<file path="config.mk">
export PLATFORM = sky130hd
export DESIGN_NAME = sfir_coef
export DESIGN_NICKNAME = d
export VERILOG_FILES = /design/src/sv/sfir_pkg.sv /design/src/sv/sfir_coef.sv
export SDC_FILE = /design/constraint.sdc
export NUM_CORES = 2
export LEC_CHECK = 0
export ABC_AREA = 0
export ABC_CLOCK_PERIOD_IN_PS = 3900
export BUFFER_PORTS_ARGS = -buffer_cell sky130_fd_sc_hd__buf_2
export CORE_MARGIN = 3
export CORE_UTILIZATION = 55
export DETAILED_ROUTE_END_ITERATION = 12
export MAX_ROUTING_LAYER = met4
export PLACE_DENSITY = 0.81
export RECOVER_POWER = 100
export SYNTH_ARGS = -nofsm -noshare
export SYNTH_HDL_FRONTEND = slang
export SYNTH_SLANG_ARGS = --single-unit
</file>
<file path="constraint.sdc">
create_clock -name i_clk -period 3.9 [get_ports i_clk]
set_clock_uncertainty 0.2 [all_clocks]
set_input_delay 0.78 -clock i_clk [delete_from_list [all_inputs] [get_ports i_clk]]
set_output_delay 0.78 -clock i_clk [all_outputs]
set_load 0.01 [all_outputs]
</file>
<file path="src/sv/sfir_pkg.sv">
// Shared constants, types and functions of the symmetric FIR filter unit.
`timescale 1ns / 1ps

package sfir_pkg;

    localparam int DELAY_DEPTH = 256;
    localparam int MAX_TAPS    = 255;
    localparam int POS_W       = $clog2(DELAY_DEPTH);
    localparam int COEF_DEPTH  = MAX_TAPS / 2 + 1;
    localparam int CIDX_W      = 7;
    localparam int MAX_LEN     = (MAX_TAPS < DELAY_DEPTH - 1) ? MAX_TAPS : DELAY_DEPTH - 1;

    localparam int LEN_W      = 8;
    localparam int OP_W       = 2;
    localparam int SAMPLE_W   = 24;
    localparam int COEF_W     = 18;
    localparam int REWIND_W   = 8;
    localparam int SUM_W      = SAMPLE_W + 1;
    localparam int PROD_W     = SUM_W + COEF_W;
    localparam int ACC_W      = PROD_W + CIDX_W + 2;
    localparam int RND_SHIFT  = 17;
    localparam int Q_W        = ACC_W - RND_SHIFT;

    localparam logic signed [ACC_W-1:0] RND_HALF = ACC_W'(1) << (RND_SHIFT - 1);
    localparam logic signed [SAMPLE_W-1:0] SAMPLE_MAX = {1'b0, {(SAMPLE_W-1){1'b1}}};
    localparam logic signed [SAMPLE_W-1:0] SAMPLE_MIN = {1'b1, {(SAMPLE_W-1){1'b0}}};

    localparam logic [OP_W-1:0] OP_FILT   = 2'd0;
    localparam logic [OP_W-1:0] OP_WCOEF  = 2'd1;
    localparam logic [OP_W-1:0] OP_CLEAR  = 2'd2;
    localparam logic [OP_W-1:0] OP_REWIND = 2'd3;

    typedef struct packed {
        logic vld;
        logic ctr;
    } t_mac_ctl;

    function automatic logic [LEN_W-1:0] eff_len(input logic [LEN_W-1:0] tap_len);
        logic [LEN_W-1:0] len;
        len = (tap_len == '0) ? LEN_W'(1) : tap_len;
        if (len > LEN_W'(MAX_LEN)) begin
            len = LEN_W'(MAX_LEN);
        end
        return len;
    endfunction

endpackage

</file>
<file path="src/sv/sfir_coef.sv">
// Coefficient store: one write port, one registered read port.
`timescale 1ns / 1ps

module sfir_coef (
    input  logic                                 i_clk,
    input  logic                                 i_we,
    input  logic [sfir_pkg::CIDX_W-1:0]          i_waddr,
    input  logic signed [sfir_pkg::COEF_W-1:0]   i_wdata,
    input  logic [sfir_pkg::CIDX_W-1:0]          i_raddr,
    output logic signed [sfir_pkg::COEF_W-1:0]   o_rdata
);

    logic signed [sfir_pkg::COEF_W-1:0] r_mem [sfir_pkg::COEF_DEPTH];
    logic signed [sfir_pkg::COEF_W-1:0] r_rdata;

    always_ff @(posedge i_clk) begin
        if (i_we) begin
            r_mem[i_waddr] <= i_wdata;
        end
        r_rdata <= r_mem[i_raddr];
    end

    assign o_rdata = r_rdata;

endmodule

</file>
==> summary by stage <==
Min path
The worst hold path was traced through 2 stages. The hold path startpoint is i_raddr[5]. The path class of the tightest hold or removal check is in2reg.

The worst hold endpoint is o_rdata[11].

Setup path
The end of the worst register-to-register path is o_rdata[15]. The kind of start point of the critical path is an input port. Among cell families on the critical path, the largest total delay comes from buffers and inverters. The largest single stage delay on the critical path is 1.27 ns. The critical path goes through clkbuf_1 -> nor2b_1 -> nand2_1 -> nor2_2 -> clkbuf_1. The minimum setup slack among reg-to-reg paths is 1.06 ns.

The worst-path maximum fanout is 18. The library cell contributing the largest single delay on the critical path is clkbuf_1. Data on the critical path arrives at its endpoint at 3.96 ns. In this run the critical register-to-register path is launched from r_mem[30][15]. The critical path's most frequent cell is clkbuf_1. The kind of critical path is in2reg. Measured in cells, the most critical reg-to-reg path has a length of 4. The number of buffers and inverters on the critical path is 2. The worst setup path is captured at a flop. At the worst endpoint, the required time is 4.12 ns.

Power
Power spread over the standard cell area amounts to 513 nW/um2. The combinational share of power is 0.053. The peak supply drop is 0.613 mV.

The post-layout total power is 0.0510 W. The clock power share is 0.404. The internal power of the cells totals 0.0400 W. The sequential share of power is 0.543. The switching share of power is 0.215.

Summed over all cells, the static leakage comes to 30.4 nW. The total net switching power is 0.0110 W.

Routing
The length of the first detailed-routing pass in iterations is 6. The post-route antenna net violation count is 0. The vias after detailed routing is 43,766.

Wires add up to 247 mm. After detailed routing, the number of vias per cell comes to 7.21. After the first detailed-routing iteration, the DRC count stood at 7,535. After detailed routing, the average wire length per cell comes to 40.6 um. After detailed routing, the number of remaining DRC violations is 0.

STA
Subtracting the final worst setup slack from the clock period gives 3.74 ns. The ratio of final minimum period to clock period is 0.960. Setup slack on the critical path of the routed design comes to 0.156 ns. The number of endpoints with negative hold slack in the final report is 0. Setup repair after global routing left no endpoint under its margin. For the pin with the worst max-slew slack, the measured transition is 3.62 ns. The max-slew violation total from the final report is 2,894.

The worst slew margin relative to its limit is -1.41. Setup violations remaining at the end of the flow were counted as 0. Timing would allow up to 267 MHz.

Global routing
The remaining global-route overflow is 0. The first global-routing pass estimated 346 mm of wire. The via count of the first global-routing pass was 44,039. The number of antenna violations at the first check in global routing is 19. The largest net degree at the start of global routing is 129. The overall global routing resource usage is 0.313.

Final layout
The fraction of layout cells with a size suffix above 1 is 0.327. In the layout the commonest cells are edfxtp_1, mux4_2, clkbuf_1. The signed area change from the synthesized netlist to the final layout is 12.7%. The most common cell after layout, fill and taps aside is edfxtp_1.

The final cell count without fillers is 6,067. The count of nets after finishing is 3,839. The post-route core utilization is 0.626.

CTS
The clock tree root buffer cell is clkbuf_16. Post-CTS timing repair inserted 0 buffers for setup. For this design, the CTS-stage hold fixing added 0 buffers. The number of H-tree branching levels is 4.

The clock latency reported for the late side of the worst-skew pair is 0.85 ns. The number of buffers inserted during clock tree synthesis is 210. The CTS tree is yes.

After clock tree synthesis, the clock-pin slew on the worst setup and hold paths is 0.08 ns. The maximum count of clock buffers along a single path is 3. Post-CTS repair changed the size of 0 cells. The TritonCTS sink count is 2,322.

Synth
The sequential cell area fraction in the yosys report is 0.788. The mean post-synth cell area is 25.6 um2. The area of the mapped netlist is 88,200 um2. Synthesis produced 3,449 cells. After synthesis the netlist holds a flip-flop and latch count of 2,322. The Yosys step of the flow raised 0 warnings.

The count of different cell masters after synthesis is 17. Counting every net in the synthesized netlist gives 3,483.

Place
OpenSTA, run right after detailed placement, puts the worst setup slack at -0.0428 ns. The post-placement cell count is 5,665. The global placement routability congestion is 0.895. The count of buffers from port buffering is 51. The detailed placer's ending HPWL is 128 mm.

Floorplanning
The I/O pin total is 52. From left edge to right edge, the die measures 407 um. The y dimension of the die is 407 um.

The initial utilization of the core area, before any placement, comes to 0.555. The core region is 159,000 um2. The floorplan step defined a die boundary enclosing 165,000 um2.

The number of placement rows is 146.

Job
The number of max-capacitance violations reported is 96.

Status
The flow ran to the end, but the final reports show violations. The checks that failed: max-capacitance violations, max-slew violations.
through the flow:
step / area, um2 / hold slack (ns) / setup TNS [ns]
6_report: 99500 / 0.567 / 0
3_5_place_dp: 93600 / 0.929 / -0.122
3_3_place_gp: 93600 / 0.913 / 0
4_1_cts: 100000 / 0.235 / 0
2_1_floorplan: 88200 / 0.679 / 0
5_1_grt: 99500 / 0.506 / 0
cells by family after synthesis:
logic type	count (synthesis)	share of synthesized area
flops	2322	0.788
mux	774	0.195
buf+inv	183	0.00878
simple gates	170	0.00790
state kept, by name, summed over array words and instances, names as in the netlist:
register / flops
r_mem: 2304
o_rdata: 18
per-layer routing:
layer | vias to the layer above | share of wire | wire, um | global-route usage
met4 | 0 | 0.063 | 15400 | 0.159
met1 | 22731 | 0.32 | 78700 | 0.390
li1 | 15834 | - | - | -
met2 | 4338 | 0.49 | 121000 | 0.484
met3 | 863 | 0.13 | 31900 | 0.0787
met5 | - | 0 | 0 | -
worst max path at each step:
stage	from	slack, ns	endpoint	depth (start not counted)
global route	i_waddr[1]	0.32	r_mem[59][5]	6
global placement	i_raddr[0]	0.007	o_rdata[9]	7
detailed placement	i_raddr[0]	-0.04	o_rdata[15]	7
floorplan	i_raddr[1]	0.36	o_rdata[10]	6
CTS	i_raddr[0]	0.74	o_rdata[15]	7
finish	i_waddr[3]	0.16	r_mem[12][15]	5
power by group through the flow:
stage,sequential (W),clock (W),combinational [W]
2_1_floorplan,0.0281,0,0.00135
3_3_place_gp,0.0282,0,0.00257
3_5_place_dp,0.0282,0,0.00265
4_1_cts,0.0277,0.0207,0.00274
5_1_grt,0.0277,0.0216,0.00280
6_report,0.0277,0.0206,0.00273
synth_stat cells:
cell type  number  share of area
edfxtp_1     2304           0.78
mux4_2        756           0.19
nor2_1        122         0.0052
clkbuf_1       96         0.0041
buf_2          58         0.0033
buf_1          26         0.0011
dfxtp_1        18         0.0041
mux2_2         18         0.0023
nand2_1        14        0.00060
nand3_1        12        0.00068
nor3_1          9        0.00051
nor2b_1         7        0.00050
nand4_1         3        0.00021
buf_4           2        0.00017
nand2b_1        2        0.00014
buf_6           1        0.00013
or3_1           1       0.000071
area by class of cell:
type,instances,area [um2]
Clock buffer,274,5640
Antenna cell,21,52.6
Sequential cell,2322,69500
Timing Repair Buffer,327,2460
Tap cell,2072,2590
Multi-Input combinational cell,944,18100
Clock inverter,107,1050
Fill cell,9685,59500
(Power assumes the default switching activity.)
