===== config.mk =====
export PLATFORM = sky130hd
export DESIGN_NAME = sfir_mac
export DESIGN_NICKNAME = d
export VERILOG_FILES = /design/src/sv/sfir_pkg.sv /design/src/sv/sfir_mac.sv
export SDC_FILE = /design/constraint.sdc
export NUM_CORES = 2
export LEC_CHECK = 0
export BUFFER_PORTS_ARGS = -buffer_cell sky130_fd_sc_hd__buf_2
export CORE_MARGIN = 5
export CORE_UTILIZATION = 45
export CTS_CLUSTER_SIZE = 24
export DETAILED_ROUTE_END_ITERATION = 10
export GPL_ROUTABILITY_DRIVEN = 0
export GPL_TIMING_DRIVEN = 0
export PLACE_DENSITY = 0.68
export SETUP_SLACK_MARGIN = 0.02
export SYNTH_ARGS = -nofsm -noshare
export SYNTH_HDL_FRONTEND = slang
export SYNTH_SLANG_ARGS = --single-unit
export TNS_END_PERCENT = 10

===== constraint.sdc =====
create_clock -name i_clk -period 12.9 [get_ports i_clk]
set_input_delay 2.58 -clock i_clk [delete_from_list [all_inputs] [get_ports i_clk]]
set_output_delay 2.58 -clock i_clk [all_outputs]
set_load 0.05 [all_outputs]

===== src/sv/sfir_pkg.sv =====
// Shared constants, types and functions of the symmetric FIR filter unit.
`timescale 1ns / 1ps

package sfir_pkg;

    localparam int DELAY_DEPTH = 256;
    localparam int MAX_TAPS    = 255;
    localparam int POS_W       = $clog2(DELAY_DEPTH);
    localparam int COEF_DEPTH  = MAX_TAPS / 2 + 1;
    localparam int CIDX_W      = 7;
    localparam int MAX_LEN     = (MAX_TAPS < DELAY_DEPTH - 1) ? MAX_TAPS : DELAY_DEPTH - 1;

    localparam int LEN_W      = 8;
    localparam int OP_W       = 2;
    localparam int SAMPLE_W   = 24;
    localparam int COEF_W     = 18;
    localparam int REWIND_W   = 8;
    localparam int SUM_W      = SAMPLE_W + 1;
    localparam int PROD_W     = SUM_W + COEF_W;
    localparam int ACC_W      = PROD_W + CIDX_W + 2;
    localparam int RND_SHIFT  = 17;
    localparam int Q_W        = ACC_W - RND_SHIFT;

    localparam logic signed [ACC_W-1:0] RND_HALF = ACC_W'(1) << (RND_SHIFT - 1);
    localparam logic signed [SAMPLE_W-1:0] SAMPLE_MAX = {1'b0, {(SAMPLE_W-1){1'b1}}};
    localparam logic signed [SAMPLE_W-1:0] SAMPLE_MIN = {1'b1, {(SAMPLE_W-1){1'b0}}};

    localparam logic [OP_W-1:0] OP_FILT   = 2'd0;
    localparam logic [OP_W-1:0] OP_WCOEF  = 2'd1;
    localparam logic [OP_W-1:0] OP_CLEAR  = 2'd2;
    localparam logic [OP_W-1:0] OP_REWIND = 2'd3;

    typedef struct packed {
        logic vld;
        logic ctr;
    } t_mac_ctl;

    function automatic logic [LEN_W-1:0] eff_len(input logic [LEN_W-1:0] tap_len);
        logic [LEN_W-1:0] len;
        len = (tap_len == '0) ? LEN_W'(1) : tap_len;
        if (len > LEN_W'(MAX_LEN)) begin
            len = LEN_W'(MAX_LEN);
        end
        return len;
    endfunction

endpackage


===== src/sv/sfir_mac.sv =====
// Shared pre-add multiply-accumulate unit, one tap pair per cycle.
`timescale 1ns / 1ps

module sfir_mac (
    input  logic                                 i_clk,
    input  logic                                 i_rst_n,
    input  sfir_pkg::t_mac_ctl                   i_ctl,
    input  logic                                 i_clr,
    input  logic signed [sfir_pkg::SAMPLE_W-1:0] i_rd_a,
    input  logic signed [sfir_pkg::SAMPLE_W-1:0] i_rd_b,
    input  logic signed [sfir_pkg::COEF_W-1:0]   i_coef,
    output logic signed [sfir_pkg::ACC_W-1:0]    o_acc,
    output logic                                 o_done
);

    sfir_pkg::t_mac_ctl                 r_c1;
    sfir_pkg::t_mac_ctl                 r_c2;
    sfir_pkg::t_mac_ctl                 r_c3;
    logic                               r_done;
    logic signed [sfir_pkg::SAMPLE_W-1:0] w_b;
    logic signed [sfir_pkg::SUM_W-1:0]  n_sum;
    logic signed [sfir_pkg::SUM_W-1:0]  r_sum;
    logic signed [sfir_pkg::COEF_W-1:0] r_cf;
    logic signed [sfir_pkg::PROD_W-1:0] r_prod;
    logic signed [sfir_pkg::ACC_W-1:0]  r_acc;

    // center tap has no partner sample
    assign w_b   = r_c1.ctr ? '0 : i_rd_b;
    assign n_sum = sfir_pkg::SUM_W'(i_rd_a) + sfir_pkg::SUM_W'(w_b);

    always_ff @(posedge i_clk) begin
        if (!i_rst_n) begin
            r_c1   <= '0;
            r_c2   <= '0;
            r_c3   <= '0;
            r_done <= 1'b0;
        end else begin
            r_c1   <= i_ctl;
            r_c2   <= r_c1;
            r_c3   <= r_c2;
            r_done <= r_c3.vld && r_c3.ctr;
        end
    end

    always_ff @(posedge i_clk) begin
        r_sum  <= n_sum;
        r_cf   <= i_coef;
        r_prod <= r_sum * r_cf;
        if (i_clr) begin
            r_acc <= '0;
        end else if (r_c3.vld) begin
            r_acc <= r_acc + sfir_pkg::ACC_W'(r_prod);
        end
    end

    assign o_acc  = r_acc;
    assign o_done = r_done;

endmodule


==> results.yml <==
die:
  die-area_mm2: 0.0578
  die_h_um: 240
  fp.dieW_um: 240
  start_util_pct: 45.5
  io-pin-count: 124
  coreArea_mm2: 0.0526
  num_rows: 84
synth:
  synth_flop_cell: "dfxtp_1"
  synthDistinctLibCells: 76
  async_reset_ff_share_pct: 0
  netlist_instances: 2680
  syn_avg_cell_area_um2: 8.92
  mappedNetlistArea_mm2: 0.0239
  ys_ff_latch: 145
  syn_nets: 3376
  synth_edf_count: 0
  yosysSeqAreaShare_pct: 12.1
  ys_warn_count: 0
final_layout:
  stdcell_count: 3527
  final_common_cell: "inv_1"
  syn_to_final_growth_pct: 8.79
  drive_above_1_share_pct: 6.63
  fin_area_mm2: 0.0260
  mostFrequentLayoutCells: "inv_1 (512), fa_1 (443), nand2_1 (316)"
  final_net_count: 3518
  n_fill_cell: 4934
cts:
  ctsHoldBuffers: 0
  htreeDepth: 4
  cts_tree: "yes"
  clkLatencyLatePin_ns: 0.49
  clkTransAtPathRegs_ns: 0.06
  cts_setup_buffers: 0
  cts.path.max_buffers: 2
  cts_sinks: 145
  cts_buffers: 17
  ctsResizeCount: 0
  ctsRootBufferMaster: "clkbuf_16"
worst_setup_path:
  worstSetupPathType: "reg -> reg"
  cp.required_ns: 13.26
  cp_max_fo: 10
  crit_path_start_kind: "flip-flop"
  regToRegSetupSlack_ns: 5.25
  timing.rr.start: "r_sum[9]$_DFF_P_"
  cp.arrival_ns: 8.01
  critPathCaptureType: "flip-flop"
  reg2reg_to: "r_prod[41]$_DFF_P_"
  r2r_cells: 23
routing:
  vias_per_cell: 5.32
  remaining_drc_errors: 0
  avgRoutedWirePerCell_um: 18.0
  vias: 18800
  routed_wl_mm: 63.6
  drtPass1Iterations: 6
  first_iter_violations: 1302
  ant_nets: 0
job:
  maxCapViolCount: 0
grt:
  grt_overflow: 0
  grt_pass1_wl_mm: 105
  grt_max_degree: 17
  antenna_found_initial: 0
  grt_pass1_vias: 20000
  grt_use_total_pct: 23.1
timing:
  finalHoldViolations: 0
  max_freq_mhz: 131
  finalSetupTns_ns: 0
  period_needed_ns: 7.65
  holdWs_ns: 0.432
  rsz0062_at_grt: "no"
  relSlewSlack_pct: 42.1
  finalSetupViolCount: 0
  drv_slew: 0
  fin_crit_sh_pct: 59.3
  worst_slew_pin_slew_ns: 0.863
  worst_clock_skew_ns: 0.0154
placed_design:
  io_buffers: 123
  placed_cells: 3491
  dp_hpwl_mm: 53.7
  place_area_mm2: 0.0254
min_path:
  hold_path_class: "reg -> reg"
  hold_depth: 1
  min_from: "r_c2[1]$_SDFF_PN0_"
  holdPathEnd: "r_c3[1]$_SDFF_PN0_"
run_status:
  status: "complete, no violations"
-- layout make-up --
type                    count  area [um2]  area share, %
clock buffers              19         443           1.70
multi-input cells        1902       18600           71.6
clock inverters            13         171          0.659
inverters                 512        1920           7.39
well taps                 688         861           3.31
plain buffers             121         472           1.81
diodes                      4        10.0         0.0385
repair buffers            123         616           2.37
flip-flops and latches    145        2900           11.2
-- Yosys cell counts, types with 5 or more instances --
cell	count	area, um2
inv_1	512	1920
dfxtp_1	145	2900
nor2b_1	36	225
o21a_1	13	97.6
clkbuf_1	103	387
nor3_1	12	60.1
and3_1	14	87.6
nand2_1	316	1190
a21o_1	67	503
fa_1	443	8870
nand4_1	17	106
a21oi_1	102	510
mux2i_1	36	360
a211oi_1	6	45.0
xnor2_1	72	631
o21bai_1	22	165
and2_1	175	1090
a211o_1	9	78.8
nand3_1	20	100
o21ai_0	54	270
ha_1	182	2280
nor2_1	104	390
nand2b_1	39	244
or3_1	5	31.3
a31oi_1	17	106
o211ai_1	7	52.6
xor2_1	36	315
o21ai_1	10	50.1
o22ai_1	9	56.3
buf_2	14	70.1
nor3b_1	8	60.1
-- critical path, cell delays in order (launching register included) --
cell and delay [ns]:
dfxtp_1 0.31, clkbuf_1 0.47, clkbuf_1 0.55, nand2_1 0.17, fa_1 0.50, fa_1 0.55
inv_1 0.04, ha_1 0.27, inv_1 0.05, fa_1 0.48, fa_1 0.52, fa_1 0.49
inv_1 0.04, ha_1 0.34, a21o_1 0.21, or3_1 0.32, o221ai_1 0.39, o22a_1 0.28
o21ai_1 0.19, a31oi_1 0.33, nor2_1 0.14, a221oi_1 0.50, o21ai_0 0.18, xor2_1 0.18
-- per-stage QoR --
step                util (%)  worst slack [ns]
finish                  49.5              5.25
global route            49.5              4.90
CTS                     49.5              5.31
detailed placement      48.3              5.35
global placement        48.3              5.40
floorplan                  -              6.68
-- cell families after synthesis --
kind of cell,count (synthesis),synth area share [%]
buf+inv,633,10.0
fa+ha+maj,625,46.6
mux,36,1.51
simple gates,768,15.7
flops,145,12.1
xor+xnor,108,3.96
compound gates,365,10.0
-- how the worst max path moves through the flow --
stage	startpoint	endpoint	slack, ns	cells after the start
global placement	r_sum[10]$_DFF_P_	r_prod[41]$_DFF_P_	5.40	23
finish	r_sum[9]$_DFF_P_	r_prod[41]$_DFF_P_	5.25	23
detailed placement	r_sum[10]$_DFF_P_	r_prod[41]$_DFF_P_	5.35	23
CTS	r_sum[10]$_DFF_P_	r_prod[41]$_DFF_P_	5.31	23
global route	r_sum[9]$_DFF_P_	r_prod[41]$_DFF_P_	4.90	23
floorplan	r_sum[19]$_DFF_P_	r_prod[41]$_DFF_P_	6.68	24
-- routing by layer --
| layer | vias up | track usage [%] | part of all wire [%] |
|---|---|---|---|
| met2 | 805 | 36.5 | 46 |
| li1 | 8610 | - | - |
| met4 | 0 | 9.61 | 3.9 |
| met1 | 9185 | 29.8 | 41 |
| met3 | 161 | 6.72 | 9.3 |
| met5 | - | 0 | 0 |
-- state kept, by name, indices dropped and copies added (netlist names) --
signal / flops
r_sum: 25
r_c3: 2
r_cf: 18
o_done: 1
r_c1: 2
o_acc: 52
r_c2: 2
r_prod: 43
Power is left out: the tool's default activity adds up to more than one toggle a clock period on the data nets, which glitch-free logic cannot reach.
