**src/sv/sfir_pkg.sv**
```systemverilog
// Shared constants, types and functions of the symmetric FIR filter unit.
`timescale 1ns / 1ps

package sfir_pkg;

    localparam int DELAY_DEPTH = 256;
    localparam int MAX_TAPS    = 255;
    localparam int POS_W       = $clog2(DELAY_DEPTH);
    localparam int COEF_DEPTH  = MAX_TAPS / 2 + 1;
    localparam int CIDX_W      = 7;
    localparam int MAX_LEN     = (MAX_TAPS < DELAY_DEPTH - 1) ? MAX_TAPS : DELAY_DEPTH - 1;

    localparam int LEN_W      = 8;
    localparam int OP_W       = 2;
    localparam int SAMPLE_W   = 24;
    localparam int COEF_W     = 18;
    localparam int REWIND_W   = 8;
    localparam int SUM_W      = SAMPLE_W + 1;
    localparam int PROD_W     = SUM_W + COEF_W;
    localparam int ACC_W      = PROD_W + CIDX_W + 2;
    localparam int RND_SHIFT  = 17;
    localparam int Q_W        = ACC_W - RND_SHIFT;

    localparam logic signed [ACC_W-1:0] RND_HALF = ACC_W'(1) << (RND_SHIFT - 1);
    localparam logic signed [SAMPLE_W-1:0] SAMPLE_MAX = {1'b0, {(SAMPLE_W-1){1'b1}}};
    localparam logic signed [SAMPLE_W-1:0] SAMPLE_MIN = {1'b1, {(SAMPLE_W-1){1'b0}}};

    localparam logic [OP_W-1:0] OP_FILT   = 2'd0;
    localparam logic [OP_W-1:0] OP_WCOEF  = 2'd1;
    localparam logic [OP_W-1:0] OP_CLEAR  = 2'd2;
    localparam logic [OP_W-1:0] OP_REWIND = 2'd3;

    typedef struct packed {
        logic vld;
        logic ctr;
    } t_mac_ctl;

    function automatic logic [LEN_W-1:0] eff_len(input logic [LEN_W-1:0] tap_len);
        logic [LEN_W-1:0] len;
        len = (tap_len == '0) ? LEN_W'(1) : tap_len;
        if (len > LEN_W'(MAX_LEN)) begin
            len = LEN_W'(MAX_LEN);
        end
        return len;
    endfunction

endpackage

```
**src/sv/sfir_ctrl.sv**
```systemverilog
// Sequencer: op decode, tap addressing, write position, rounding and output word.
`timescale 1ns / 1ps

module sfir_ctrl (
    input  logic                                   i_clk,
    input  logic                                   i_rst_n,
    input  logic                                   i_cfg_we,
    input  logic [sfir_pkg::LEN_W-1:0]             i_cfg_data,
    input  logic                                   i_in_valid,
    output logic                                   o_in_stall,
    input  logic [sfir_pkg::OP_W-1:0]              i_op,
    input  logic signed [sfir_pkg::SAMPLE_W-1:0]   i_sample_in,
    input  logic [sfir_pkg::CIDX_W-1:0]            i_coef_index,
    input  logic signed [sfir_pkg::COEF_W-1:0]     i_coef_value,
    input  logic [sfir_pkg::REWIND_W-1:0]          i_rewind_count,
    input  logic                                   i_block_last_in,
    output logic                                   o_out_valid,
    input  logic                                   i_out_stall,
    output logic signed [sfir_pkg::SAMPLE_W-1:0]   o_sample_out,
    output logic                                   o_saturated,
    output logic                                   o_block_last_out,
    output logic                                   o_dl_we,
    output logic [sfir_pkg::POS_W-1:0]             o_dl_waddr,
    output logic signed [sfir_pkg::SAMPLE_W-1:0]   o_dl_wdata,
    output logic                                   o_dl_clr,
    output logic [sfir_pkg::POS_W-1:0]             o_dl_addr_a,
    output logic [sfir_pkg::POS_W-1:0]             o_dl_addr_b,
    output logic                                   o_cf_we,
    output logic [sfir_pkg::CIDX_W-1:0]            o_cf_waddr,
    output logic signed [sfir_pkg::COEF_W-1:0]     o_cf_wdata,
    output logic [sfir_pkg::CIDX_W-1:0]            o_cf_raddr,
    output sfir_pkg::t_mac_ctl                     o_mac_ctl,
    output logic                                   o_mac_clr,
    input  logic                                   i_mac_done,
    input  logic signed [sfir_pkg::ACC_W-1:0]      i_acc
);

    localparam logic [1:0] S_IDLE = 2'd0;
    localparam logic [1:0] S_RUN  = 2'd1;
    localparam logic [1:0] S_WAIT = 2'd2;
    localparam logic [1:0] S_FIN  = 2'd3;

    logic [1:0]                        r_state;
    logic [1:0]                        n_state;
    logic [sfir_pkg::LEN_W-1:0]        r_tap_length;
    logic [sfir_pkg::LEN_W-1:0]        r_len;
    logic [sfir_pkg::LEN_W-1:0]        w_len;
    logic [sfir_pkg::CIDX_W-1:0]       r_half;
    logic [sfir_pkg::CIDX_W-1:0]       r_j;
    logic [sfir_pkg::POS_W-1:0]        r_pos;
    logic                              r_last;
    logic                              w_acc;
    logic                              w_load;
    logic                              w_ctr;
    logic signed [sfir_pkg::ACC_W-1:0] w_rnd;
    logic signed [sfir_pkg::Q_W-1:0]   w_q;
    logic                              w_hi;
    logic                              w_lo;
    logic signed [sfir_pkg::SAMPLE_W-1:0] w_res;
    logic                              r_out_valid;
    logic signed [sfir_pkg::SAMPLE_W-1:0] r_sample_out;
    logic                              r_saturated;
    logic                              r_block_last_out;

    assign w_acc  = i_in_valid && (r_state == S_IDLE);
    assign w_len  = sfir_pkg::eff_len(r_tap_length);
    assign w_ctr  = (r_j == r_half);
    assign w_load = (r_state == S_FIN) && (!r_out_valid || !i_out_stall);

    assign o_in_stall = (r_state != S_IDLE);

    // delay line and coefficient store
    assign o_dl_we     = w_acc && (i_op == sfir_pkg::OP_FILT);
    assign o_dl_waddr  = r_pos;
    assign o_dl_wdata  = i_sample_in;
    assign o_dl_clr    = w_acc && (i_op == sfir_pkg::OP_CLEAR);
    assign o_dl_addr_a = r_pos - sfir_pkg::POS_W'(r_j);
    assign o_dl_addr_b = r_pos - sfir_pkg::POS_W'(r_len - 1'b1) + sfir_pkg::POS_W'(r_j);
    assign o_cf_we     = w_acc && (i_op == sfir_pkg::OP_WCOEF) &&
                         ((sfir_pkg::CIDX_W + 1)'(i_coef_index) <
                          (sfir_pkg::CIDX_W + 1)'(sfir_pkg::COEF_DEPTH));
    assign o_cf_waddr  = i_coef_index;
    assign o_cf_wdata  = i_coef_value;
    assign o_cf_raddr  = r_j;
    assign o_mac_ctl.vld = (r_state == S_RUN);
    assign o_mac_ctl.ctr = w_ctr;
    assign o_mac_clr   = o_dl_we;

    // round half up, then clip to the sample range
    assign w_rnd = i_acc + sfir_pkg::RND_HALF;
    assign w_q   = signed'(w_rnd[sfir_pkg::ACC_W-1:sfir_pkg::RND_SHIFT]);
    assign w_hi  = !w_q[sfir_pkg::Q_W-1] && (|w_q[sfir_pkg::Q_W-2:sfir_pkg::SAMPLE_W-1]);
    assign w_lo  = w_q[sfir_pkg::Q_W-1] && !(&w_q[sfir_pkg::Q_W-2:sfir_pkg::SAMPLE_W-1]);
    assign w_res = w_hi ? sfir_pkg::SAMPLE_MAX :
                   w_lo ? sfir_pkg::SAMPLE_MIN : w_q[sfir_pkg::SAMPLE_W-1:0];

    always_comb begin
        n_state = r_state;
        unique case (r_state)
            S_IDLE: begin
                if (w_acc && (i_op == sfir_pkg::OP_FILT)) begin
                    n_state = S_RUN;
                end
            end
            S_RUN: begin
                if (w_ctr) begin
                    n_state = S_WAIT;
                end
            end
            S_WAIT: begin
                if (i_mac_done) begin
                    n_state = S_FIN;
                end
            end
            S_FIN: begin
                if (w_load) begin
                    n_state = S_IDLE;
                end
            end
            default: n_state = S_IDLE;
        endcase
    end

    always_ff @(posedge i_clk) begin
        if (!i_rst_n) begin
            r_state      <= S_IDLE;
            r_tap_length <= sfir_pkg::LEN_W'(1);
            r_pos        <= '0;
            r_j          <= '0;
            r_out_valid  <= 1'b0;
        end else begin
            r_state <= n_state;
            if (i_cfg_we) begin
                r_tap_length <= i_cfg_data;
            end
            if (w_acc) begin
                unique case (i_op)
                    sfir_pkg::OP_FILT:   r_j <= '0;
                    sfir_pkg::OP_WCOEF:  r_j <= '0;
                    sfir_pkg::OP_CLEAR:  r_pos <= '0;
                    sfir_pkg::OP_REWIND: r_pos <= r_pos - sfir_pkg::POS_W'(i_rewind_count);
                    default:             r_j <= '0;
                endcase
            end else if ((r_state == S_RUN) && !w_ctr) begin
                r_j <= r_j + 1'b1;
            end else if (w_load) begin
                r_pos <= r_pos + 1'b1;
            end
            if (w_load) begin
                r_out_valid <= 1'b1;
            end else if (!i_out_stall) begin
                r_out_valid <= 1'b0;
            end
        end
    end

    always_ff @(posedge i_clk) begin
        if (w_acc) begin
            r_len  <= w_len;
            r_half <= sfir_pkg::CIDX_W'((w_len - 1'b1) >> 1);
            r_last <= i_block_last_in;
        end
        if (w_load) begin
            r_sample_out     <= w_res;
            r_saturated      <= w_hi || w_lo;
            r_block_last_out <= r_last;
        end
    end

    assign o_out_valid      = r_out_valid;
    assign o_sample_out     = r_sample_out;
    assign o_saturated      = r_saturated;
    assign o_block_last_out = r_block_last_out;

`ifndef SYNTHESIS
    a_out_from_fin: assert property (@(posedge i_clk) disable iff (!i_rst_n)
        $past(i_rst_n) && $rose(o_out_valid) |-> $past(r_state) == S_FIN)
        else $error("output word raised outside finish step");

    a_done_in_wait: assert property (@(posedge i_clk) disable iff (!i_rst_n)
        i_mac_done |-> r_state == S_WAIT)
        else $error("accumulator finished outside wait step");

    a_j_bound: assert property (@(posedge i_clk) disable iff (!i_rst_n)
        r_state == S_RUN |-> r_j <= r_half)
        else $error("tap counter ran past center");

    a_pos_change: assert property (@(posedge i_clk) disable iff (!i_rst_n)
        $past(i_rst_n) && (r_pos != $past(r_pos)) |->
            ($past(r_state) == S_FIN) || ($past(r_state) == S_IDLE))
        else $error("write position moved during filtering");
`endif

endmodule

```
**config.mk**
```make
export PLATFORM = sky130hd
export DESIGN_NAME = sfir_ctrl
export DESIGN_NICKNAME = d
export VERILOG_FILES = /design/src/sv/sfir_pkg.sv /design/src/sv/sfir_ctrl.sv
export SDC_FILE = /design/constraint.sdc
export NUM_CORES = 1
export LEC_CHECK = 0
export BUFFER_PORTS_ARGS = -buffer_cell sky130_fd_sc_hd__buf_2
export CAP_MARGIN = 40
export CORE_MARGIN = 4
export CORE_UTILIZATION = 38
export CTS_BUF_LIST = sky130_fd_sc_hd__clkbuf_4 sky130_fd_sc_hd__clkbuf_8
export CTS_CLUSTER_SIZE = 8
export DETAILED_ROUTE_END_ITERATION = 12
export GPL_ROUTABILITY_DRIVEN = 1
export GPL_TIMING_DRIVEN = 0
export PLACE_DENSITY = 0.68
export SYNTH_ARGS = -nofsm -noshare
export SYNTH_HDL_FRONTEND = slang
export SYNTH_SLANG_ARGS = --single-unit
```
**constraint.sdc**
```tcl
create_clock -name i_clk -period 5 [get_ports i_clk]
set_input_delay 0.5 -clock i_clk [delete_from_list [all_inputs] [get_ports i_clk]]
set_output_delay 0.5 -clock i_clk [all_outputs]
set_load 0.01 [all_outputs]
```
==> reports/results.txt, run 1 <==
Antenna violation net count after detailed routing: 0. Counting instances in the post-synthesis netlist gives the leading cell types as inv_1 (56), buf_4 (52), nand3_1 (50), nand2_1 (44), edfxtp_1 (42). The die covers 0.0163 sq mm. The share of layout cells above drive strength 1 works out to 0.324.

The number of enable-type register cells in the synthesized netlist was 42; the largest net degree at the start of global routing was 18. The area growth from synthesis to layout is 24.5%. Most utilized layer in the global route result: met2. Classification of the worst setup path: flop to output pin.

Max-cap violations in this run came to 0. Counting every sink on the clock net gives 68. Total of flip-flops plus latches after synthesis: 68. Clock-pin slew was measured on the worst setup and hold paths at 0.07 ns. The class of the worst hold path is input port to flop.

The aggregate routed wire length is 14.1 mm, and the number of vias per cell is 4.98. The H-tree was split into 3 levels. During synthesis, Yosys emitted a total of 0 warnings. Data on the critical path is required at its endpoint by 4.50 ns. Sorting the synthesized cells by area gives the leading types as edfxtp_1 (23%), dfxtp_1 (9.6%), ha_1 (7.6%). The number of antenna violations at the first check in global routing was 1.

The number of nets handed over by synthesis was 781. The commonest register cell after synthesis is edfxtp_1. For the worst setup path, the data arrival time is 3.19 ns. The top fanout value on the critical path was 5. The fraction of met2 tracks used by global routing is 0.292, and the overflow left after global routing is 0. The number of buffers inserted during clock tree synthesis was 9. Traced cell by cell, the critical path runs through inv_1, fa_1, inv_1, ha_1, o21a_1, o21ai_1, a21boi_0, o21ai_0, nand2_1, and4_1, or3_1, buf_2.

In the final design database the tool counted 966 nets. The power density over the cells came out at 274 mW/mm^2. Setup repair after global routing left no endpoint under its margin. The analysis attributes to cell leakage a power of 3.14 nW. The tools report the count of standard-cell rows as 43. The port buffer count was 172. Core area: 0.0139 sq mm. The tools report the number of pins exceeding their max-slew limit in the final report as 0. The reg-to-reg setup timing slack was 2.47 ns; the count of TritonRoute iterations in the first routing pass was 5. The run gives 271 MHz as the top achievable clock speed.

After filler insertion, the fill cell instance count of the layout stands at 1343. After detailed routing, the number of remaining DRC violations is 0. Synthesis handed over a netlist of 613 instances.

The tools report the initial core utilization as 0.390. Summing over every cut layer, the via total after detailed routing is 4896. Number of hold-repair buffers added at the cts stage: 0. Routability-driven placement finished with a final weighted congestion of 0.886. The transition time of the tightest slew-check pin came out at 0.752 ns. edfxtp_1 takes more of the synthesized area than any other cell. The clock passes through at most 2 buffers. The area share of the leading cell type in the synthesized netlist is 0.232.

TritonCTS built the clock tree. STA classifies the critical path startpoint as a flop. The run gives 0.0456 as the met3 usage in global routing. After clock tree synthesis, the setup repair step added 0 buffers. The synthesized netlist occupies a cell area of 0.00543 sq mm. The tools report the global routing usage on met1 as 0.217.

The delay contributed by the slowest stage of the critical path works out to 0.56 ns. The synthesized netlist contains 59 unique library cells. Clock tree synthesis selected as its root buffer the cell clkbuf_8. The number of DRC markers after the initial detailed-route iteration is 313. A synthesized cell averages 8.85 sq um. For this design the top-level I/O count stands at 240. The fraction of registers with async set or reset after synthesis was 0; the time the final worst path needs with I/O delays and setup was 3.69 ns. In this run, post-CTS repair resized a total of 0 instances. The sequential cell area fraction in the yosys report is 0.328, and the die width is 128 um. The run gives 119 uV as the worst supply voltage drop on vdd. The flow ran to the end, and the final reports show no timing, DRC or antenna violations.

The library cell with the highest instance count after synthesis was inv_1. For the final database, setup skew stands at 0.0117 ns. For the global-route wire length before repair, the log shows 22.5 mm.

The tools report the endpoint type of the worst setup path as an output pin. Antenna diode count: 0. The run gives 0.170 as the global-route usage over all layers. The setup violation total in the final timing report came out at 0.

In the final routed layout, each cell accounts on average for 14.3 um. The die is 128 um tall. For the latest clock arrival within the worst-skew pair, the log shows 0.35 ns. The final clock period utilization by the worst path is 0.738. The cell type of the slowest stage on the worst timing path was fa_1. The share of the core filled with cells came out at 0.485. The summed negative setup slack over all endpoints is 0 ns. The dominant cell type by count on the critical path was inv_1. The tools report the final hold violation count as 0. The placed wire-length estimate after detailed placement is 11.8 mm, and the via count of the first global-routing pass is 4580. For the worst-case headroom to the max-slew limit, the log shows 0.486.
layout make-up:
cell class	instances	area, sq um	area share
buffer	72	478	0.0707
clock buffer	10	138	0.0204
clock inverter	6	62.6	0.00926
inverter	56	210	0.0311
multi-input combinational	417	2960	0.438
sequential	68	1780	0.264
tap	180	225	0.0333
timing repair buffer	174	900	0.133
logic make-up (layout without fill, tap and decap cells):
kind of cell | count (synthesis) | after routing | share of synthesized area
AND/OR/NAND/NOR | 213 | 213 | 0.211
buffers and inverters | 128 | 318 | 0.127
AO/OA/AOI/OAI | 92 | 92 | 0.108
flip-flops | 68 | 68 | 0.328
XOR/XNOR | 59 | 59 | 0.0966
adder cells (fa/ha/maj) | 42 | 42 | 0.109
multiplexers | 11 | 11 | 0.0205
power by group:
part	total (mW)	switching [mW]	internal, mW	leakage, nW
logic	0.695	0.390	0.305	2.44
registers	0.700	0.0398	0.661	0.602
clock network	0.455	0.212	0.243	0.0963
through the flow:
step	total power [mW]	cell area (sq um)	hold WS [ns]	instances	setup slack (ns)
after detailed placement	1.41	6560	0.423	967	1.64
final	1.85	6760	0.339	983	1.31
after global placement	1.38	6510	0.401	965	0.356
after global routing	1.98	6760	0.313	983	0.969
after floorplan	1.16	5430	0.400	613	1.48
after CTS	1.87	6760	0.315	983	1.25
worst paths after layout:
check        depth (start not counted)          endpoint             from
max                                 12    o_dl_addr_b[7]    o_cf_raddr[0]
max reg2reg                          8     o_cf_raddr[5]       r_state[0]
min reg2reg                          0  o_block_last_out           r_last
min                                  1            r_last  i_block_last_in
critical path, delay by kind of cell, from the launching register on:
family / cells / cell delay, ns
AOI/OAI and AO/OA: 4 / 0.61
buffers and inverters: 3 / 0.38
and+or+nand+nor: 3 / 0.65
adders and majority gates: 2 / 0.72
DFF: 1 / 0.48
state kept, by name, indices dropped and copies added (netlist names), 2 cells and up:
register and flops:
r_len 8, o_cf_raddr 7, r_state 2, o_sample_out 24
r_half 7, r_tap_length 8, o_dl_waddr 8
cell usage in the layout (no fill, tap or decap), types with 3 or more instances in the layout:
cell type,netlist,layout
a21o_1,5,5
or3_1,3,3
o21ai_0,16,16
a21boi_0,6,5
and2_1,7,7
nor3_1,13,13
nor2b_1,13,13
mux2i_1,10,10
buf_4,52,52
inv_1,56,56
nand3_1,50,50
o211a_1,3,3
nor2_1,31,31
ha_1,33,33
and3_1,13,13
a31oi_1,3,3
nor4_1,4,4
o211ai_1,3,3
fa_1,9,9
xnor2_1,41,41
nand2b_1,4,4
o21a_1,6,6
a21oi_1,22,22
buf_2,4,176
nand2_1,44,44
clkbuf_1,15,15
edfxtp_1,42,42
o21ai_1,12,12
nand4_1,10,10
xor2_1,17,17
dfxtp_1,26,26
and4_1,7,7
clkbuf_8,0,10
routing by layer:
| metal | wire (um) | vias to the layer above |
|---|---|---|
| met5 | 8 | - |
| met2 | 6860 | 216 |
| li1 | - | 2461 |
| met3 | 1340 | 11 |
| met1 | 5840 | 2206 |
| met4 | 65 | 2 |
(Power assumes the default switching activity.)
==> run 2: changes to the inputs <==
--- a/config.mk
+++ b/config.mk
@@ -14,7 +14,7 @@
 export DETAILED_ROUTE_END_ITERATION = 12
 export GPL_ROUTABILITY_DRIVEN = 1
 export GPL_TIMING_DRIVEN = 0
-export PLACE_DENSITY = 0.68
+export PLACE_DENSITY = 0.7
 export SYNTH_ARGS = -nofsm -noshare
 export SYNTH_HDL_FRONTEND = slang
 export SYNTH_SLANG_ARGS = --single-unit
==> constraint.sdc (replaced) <==
create_clock -name i_clk -period 3.3 [get_ports i_clk]
set_input_delay 0.33 -clock i_clk [delete_from_list [all_inputs] [get_ports i_clk]]
set_output_delay 0.33 -clock i_clk [all_outputs]
set_load 0.01 [all_outputs]
==> reports/results.txt, run 2 (synthesized netlist as in run 1, its figures left out) <==
The total power of the final layout was 2.83 mW (was 1.85 mW). Endpoint type of the worst setup path: an output pin (unchanged). The cell family contributing the most delay on the critical path was adder cells (unchanged). The number of placed I/O pins was 240 (unchanged); the antenna diode count was 0 (unchanged).

The fill cell instance count of the final layout was 1367 (was 1343); the worst setup slack after placement was 0.133 ns (was 1.64 ns). The worst-case headroom to the max-slew limit was 0.481 (was 0.486). The power density over the cells came out at 416 mW/mm^2 (was 274 mW/mm^2). The final-layout worst hold slack was 0.172 ns (was 0.339 ns).

The area added between synthesis and finish came out at 25.7% (was 24.5%). The most common cell after layout, fill and taps aside is buf_2 (unchanged). The die height is 128 um (unchanged), and the max-capacitance violation count is 0 (unchanged).

The tools report the arrival time at the worst endpoint as 2.78 ns (was 3.19 ns). The run gives 967 (unchanged) as the number of placed instances with taps included. Commonest cells after routing, fill and taps aside: buf_2 (176), buf_4 (56), inv_1 (53) (was buf_2 (176), inv_1 (56), buf_4 (52)). The number of nets at the end of the flow came out at 970 (was 966). Full die area: 0.0163 sq mm (unchanged). The tools report the number of remaining DRC errors as 0 (unchanged). The routed wire length per instance is 14.4 um (was 14.3 um), and the leakage component of the power is 3.16 nW (was 3.14 nW).

The top fanout value on the critical path is 3 (was 5), and the number of pins exceeding their max-slew limit in the final report is 0 (unchanged). The logs give 27 (was 18) for the largest net degree at the start of global routing and 0 (unchanged) for the setup violation total in the final timing report. For the weighted congestion reported at the end of routability-driven placement, the log shows 0.894 (was 0.886).

Area of the multi-input gates: 0.00299 sq mm (was 0.00296 sq mm). The logs give 68 (unchanged) for the clock net sink count and 0.00682 sq mm (was 0.00676 sq mm) for the design area. The number of standard cells in the layout, taps in and fillers out was 987 (was 983); the aggregate routed wire length was 14.2 mm (was 14.1 mm). The cell type of the slowest stage on the worst timing path is fa_1 (unchanged).

The global-route wire length before repair is 21.7 mm (was 22.5 mm). For the number of DRC markers after the initial detailed-route iteration, the log shows 254 (was 313). For the worst supply voltage drop on vdd, the log shows 186 uV (was 119 uV). The run finished with clean final reports. The tools report the final hold violation count as 0 (unchanged). The initial core utilization is 0.390 (unchanged). The endpoint required time on the critical path was 2.97 ns (was 4.50 ns); the area taken by flip-flops and latches was 0.00180 sq mm (was 0.00178 sq mm). The final clock period utilization by the worst path is 0.941. Derived from the worst setup path, the maximum achievable clock frequency is 322 MHz. Count of standard-cell rows: 43 (unchanged). For the H-tree level count, the log shows 3 (unchanged).

Cell chain of the critical path: fa_1, inv_1, ha_2, o21a_1, o21ai_2, a21boi_2, o21ai_1, nand2_1, and4_1, or3_1, buf_2 (was inv_1, fa_1, inv_1, ha_1, o21a_1, o21ai_1, a21boi_0, o21ai_0, nand2_1, and4_1, or3_1, buf_2). The number of flip-flops in the largest register is 24 (unchanged), and the global-route usage over all layers is 0.166 (was 0.170). Setup repair after global routing left no endpoint under its margin.

Class of the worst hold path: input port to flop (unchanged). The core area is 0.0139 sq mm (unchanged), and the combined buffer and inverter count along the critical path is 2 (was 3). The tools report the total via count in the routed design as 4826 (was 4896).

The run gives 0 (unchanged) as the overflow left after global routing. The tools report the placed wire-length estimate after detailed placement as 11.6 mm (was 11.8 mm). Via count of the first global-routing pass: 4392 (was 4580). The clock tree skew after final layout was 0.00656 ns (was 0.0117 ns); the time the final worst path needs with I/O delays and setup was 3.11 ns. The clock slew at the register clock pins of the worst setup and hold paths was 0.08 ns (was 0.07 ns); the die width was 128 um (unchanged). The antenna violation net count after detailed routing came out at 0 (unchanged). The latest clock arrival within the worst-skew pair came out at 0.34 ns (was 0.35 ns). The transition time of the tightest slew-check pin is 0.760 ns (was 0.752 ns), and the number of antenna violations at the first check in global routing is 0 (was 1).

The delay contributed by the slowest stage of the critical path was 0.57 ns (was 0.56 ns). The port buffer count came out at 172 (unchanged). The run gives 9 (unchanged) as the number of buffers inserted during clock tree synthesis.

The share of layout cells above drive strength 1 works out to 0.344 (was 0.324). The number of vias per cell was 4.89 (was 4.98); the count of TritonRoute iterations in the first routing pass was 5 (unchanged). TritonCTS built the clock tree. The final worst-path setup slack is 0.193 ns (was 1.31 ns). The classification of the worst setup path was flop to output pin (unchanged). Kind of start point of the critical path: a flop (unchanged).

The tools report the master cell of the clock root buffer as clkbuf_8 (unchanged). The largest buffer count on any clock path was 2 (unchanged). The post-place instance area was 0.00656 sq mm (about the same).
run 2: timing repair:
action | in CTS | in global routing
hold buffers | 0 | 0
pin swaps | 0 | 9
resized for setup | 11 | 9
buffers inserted | 0 | 4
setup endpoints to repair | 1 | 1
run 2: area by class of cell:
class	instances	area share
Sequential cell	68	0.264
Multi-Input combinational cell	417	0.438
Clock inverter	7	0.0112
Timing Repair Buffer	178	0.136
Tap cell	180	0.0330
Clock buffer	9	0.0182
Inverter	56	0.0308
Buffer	72	0.0701
run 2: per-layer routing:
metal | wire, um | global-route usage | up-vias
li1 | - | - | 2466
met1 | 5890 | 0.204 | 2187
met2 | 7050 | 0.288 | 155
met3 | 1040 | 0.0351 | 18
met4 | 218 | 0.0549 | 0
met5 | 0 | 0 | -
run 2: where the power goes:
part           switching (mW)  internal, mW
registers              0.0577          1.00
clock network           0.344         0.353
logic                   0.603         0.475
total                    1.00          1.83
run 2: worst paths after layout:
check | from | endpoint | slack (ns) | depth (start not counted)
worst max-delay path | r_len[0] | o_dl_addr_b[7] | 0.19 | 11
worst min-delay path | i_block_last_in | r_last | 0.17 | 1
worst max register to register | r_state[0] | o_dl_waddr[2] | 0.77 | 10
worst min register to register | r_last | o_block_last_out | 0.43 | 0
run 2: worst reg2reg max path: stages, from the launching register on:
cell,delay [ns]
dfxtp_1,0.34
inv_1,0.12
ha_1,0.18
nand2_1,0.23
inv_1,0.18
clkbuf_1,0.52
nand2_1,0.25
nor2_1,0.25
a32o_1,0.16
nand2_1,0.05
a21boi_0,0.17
run 2: metrics by stage:
| stage | TNS, ns | utilization |
|---|---|---|
| after detailed placement | 0 | 0.471 |
| after floorplan | 0 | - |
| final | 0 | 0.490 |
| after global placement | -1.37 | 0.467 |
| after CTS | 0 | 0.486 |
| after global routing | 0 | 0.490 |
==> run 3: changes to the inputs <==
--- a/config.mk
+++ b/config.mk
@@ -13,7 +13,6 @@
 export CTS_CLUSTER_SIZE = 8
 export DETAILED_ROUTE_END_ITERATION = 12
 export GPL_ROUTABILITY_DRIVEN = 1
-export GPL_TIMING_DRIVEN = 0
 export PLACE_DENSITY = 0.7
 export SYNTH_ARGS = -nofsm -noshare
 export SYNTH_HDL_FRONTEND = slang
==> reports/results.txt, run 3 (synthesized netlist as in run 1, its figures left out) <==
The run gives 0.385 (was 0.374) as the sequential group share of total power. Most common cell after layout, fill and taps aside: buf_2 (unchanged). The arrival time at the worst endpoint is 2.81 ns (was 2.78 ns), and the global-route wire length before repair is 21.5 mm (was 21.7 mm). Cell family contributing the most delay on the critical path: adder cells (unchanged). The tools report the global-route usage over all layers as 0.164 (was 0.166). Clock tree skew after final layout: 0.0102 ns (was 0.00656 ns).

Total via count in the routed design: 4532 (was 4826). The logs give 13.4 mm (was 14.2 mm) for the aggregate routed wire length and 0.0139 sq mm (unchanged) for the core area. The area added between synthesis and finish works out to 13.3% (was 25.7%). The top achievable clock speed is 318 MHz (was 322 MHz), and the H-tree level count is 3 (unchanged). The final hold violation count was 0 (unchanged). The switching part of the total power was 0.356 (was 0.354); the via count of the first global-routing pass was 4361 (was 4392).

Number of remaining DRC errors: 0 (unchanged). The antenna violation net count after detailed routing is 0 (unchanged). The overflow left after global routing is 0 (unchanged), and the cell internal power dissipation is 1.77 mW (was 1.83 mW). The latest clock arrival within the worst-skew pair is 0.35 ns (was 0.34 ns), and the routed wire length per instance is 15.3 um (was 14.4 um). Number of flip-flops in the largest register: 24 (unchanged). Endpoint type of the worst setup path: an output pin (unchanged). The count of TritonRoute iterations in the first routing pass came out at 5 (unchanged). The number of standard cells in the layout, taps in and fillers out is 877 (was 987).

The port buffer count works out to 125 (was 172). The total net switching power was 979 uW (was 1.00 mW). For the setup violation total in the final timing report, the log shows 0 (unchanged). The die height came out at 128 um (unchanged). The time the final worst path needs with I/O delays and setup is 3.14 ns (was 3.11 ns).

Setup repair after global routing could not meet its margin everywhere. The placed wire-length estimate after detailed placement came out at 10.6 mm (was 11.6 mm). The class of the worst hold path is input port to flop (unchanged). The logs give 0.00590 sq mm (was 0.00656 sq mm) for the post-place instance area and 0.475 (was 0.481) for the worst-case headroom to the max-slew limit. The number of pins exceeding their max-slew limit in the final report was 0 (unchanged); the number of buffers inserted during clock tree synthesis was 9 (unchanged). Cell chain of the critical path: fa_1, inv_1, ha_2, o21a_1, o21ai_2, a21boi_2, o21ai_1, nand2_1, and4_1, or3_1, buf_2 (unchanged). The delay contributed by the slowest stage of the critical path is 0.57 ns (about the same), and the largest buffer count on any clock path is 2 (unchanged).

The die width is 128 um (unchanged), and the number of nets at the end of the flow is 860 (was 970). The transition time of the tightest slew-check pin works out to 0.768 ns (was 0.760 ns). Share of layout cells above drive strength 1: 0.257 (was 0.344). The count of standard-cell rows was 43 (unchanged); the combined buffer and inverter count along the critical path was 2 (unchanged). The flow ran to the end, and the final reports show no timing, DRC or antenna violations.

The summed negative setup slack over all endpoints is 0 ns (unchanged). Commonest cells after routing, fill and taps aside: buf_2 (125), inv_1 (54), nand3_1 (50) (was buf_2 (176), buf_4 (56), inv_1 (53)). The tools report the full die area as 0.0163 sq mm (unchanged).

Classification of the worst setup path: flop to output pin (unchanged). For the number of placed I/O pins, the log shows 240 (unchanged). The run gives 0 (unchanged) as the antenna diode count. The tools report the initial core utilization as 0.390 (unchanged). The clock slew at the register clock pins of the worst setup and hold paths works out to 0.08 ns (about the same). The master cell of the clock root buffer was clkbuf_8 (unchanged).

The number of vias per cell is 5.17 (was 4.89). The clock net sink count was 68 (unchanged). For the final-layout worst hold slack, the log shows 0.171 ns (was 0.172 ns). The final clock period utilization by the worst path was 0.952 (was 0.941); the number of placed instances with taps included was 858 (was 967).

The logs give 0.360 (was 0.380) for the portion of total power attributed to combinational logic and 0.920 (was 0.894) for the weighted congestion reported at the end of routability-driven placement. The top fanout value on the critical path is 3 (unchanged). The reg-to-reg setup timing slack came out at 0.77 ns (about the same). The number of antenna violations at the first check in global routing was 0 (unchanged). The number of DRC markers after the initial detailed-route iteration is 313 (was 254). TritonCTS built the clock tree. The largest net degree at the start of global routing was 27 (unchanged). The kind of start point of the critical path is a flop (unchanged). The power density over the cells is 447 mW/mm^2 (was 416 mW/mm^2), and the worst supply voltage drop on vdd is 224 uV (was 186 uV). Share of the core filled with cells: 0.441 (was 0.490). The cell type of the slowest stage on the worst timing path was fa_1 (unchanged). The logs give 0.255 (was 0.246) for the fraction of power consumed by the clock network and 2.72 nW (was 3.16 nW) for the leakage component of the power. The max-capacitance violation count is 0 (unchanged).

The design area was 0.00615 sq mm (was 0.00682 sq mm). The endpoint required time on the critical path is 2.97 ns (about the same).
run 3: area by class of cell:
type / instances / area, sq um
clock inverters: 7 / 73.8
inverters: 56 / 210
repair buffers: 140 / 738
flip-flops and latches: 68 / 1790
well taps: 180 / 225
fillers: 1357 / 7790
multi-input cells: 417 / 2990
clock buffers: 9 / 124
run 3: path summary, 6_finish.rpt:
kind                         from               end  depth (start not counted)
setup / recovery         r_len[0]    o_dl_addr_b[7]                         11
setup reg to reg       r_state[0]     o_cf_raddr[5]                          8
hold / removal    i_block_last_in            r_last                          1
hold reg to reg            r_last  o_block_last_out                          0
run 3: timing repair:
action	in CTS	in global routing
endpoints found under the setup margin	1	1
hold buffers	0	0
pin swaps	0	9
gates resized for setup	8	7
setup buffers	0	3
run 3: per-layer routing:
metal,track usage,vias up,wire [um]
met4,0.0625,0,274
met5,0,-,0
met3,0.0452,22,1220
met2,0.265,215,6260
met1,0.208,2063,5690
li1,-,2232,-
run 3: per-stage QoR:
step / setup WS [ns] / power, mW
after floorplan: 0.456 / 1.75
after detailed placement: 0.247 / 2.03
final: 0.158 / 2.75
after global routing: -0.0166 / 2.93
after global placement: 0.291 / 2.01
after CTS: 0.0107 / 2.75
run 3: worst reg2reg max path, cell delays in order (launching register included):
cell,delay [ns]
dfxtp_1,0.36
inv_1,0.10
ha_1,0.23
nand2_1,0.28
o211ai_1,0.26
a2111oi_0,0.78
nand3_1,0.18
xnor2_1,0.20
nor2_1,0.05
run 3: power by group through the flow:
stage                     Clock (mW)  Sequential (mW)  Combinational [mW]
after global placement             0             1.07               0.942
after CTS                      0.730             1.06               0.964
after floorplan                    0             1.08               0.675
after global routing           0.759             1.06                1.11
final                          0.701             1.06               0.989
after detailed placement           0             1.07               0.955
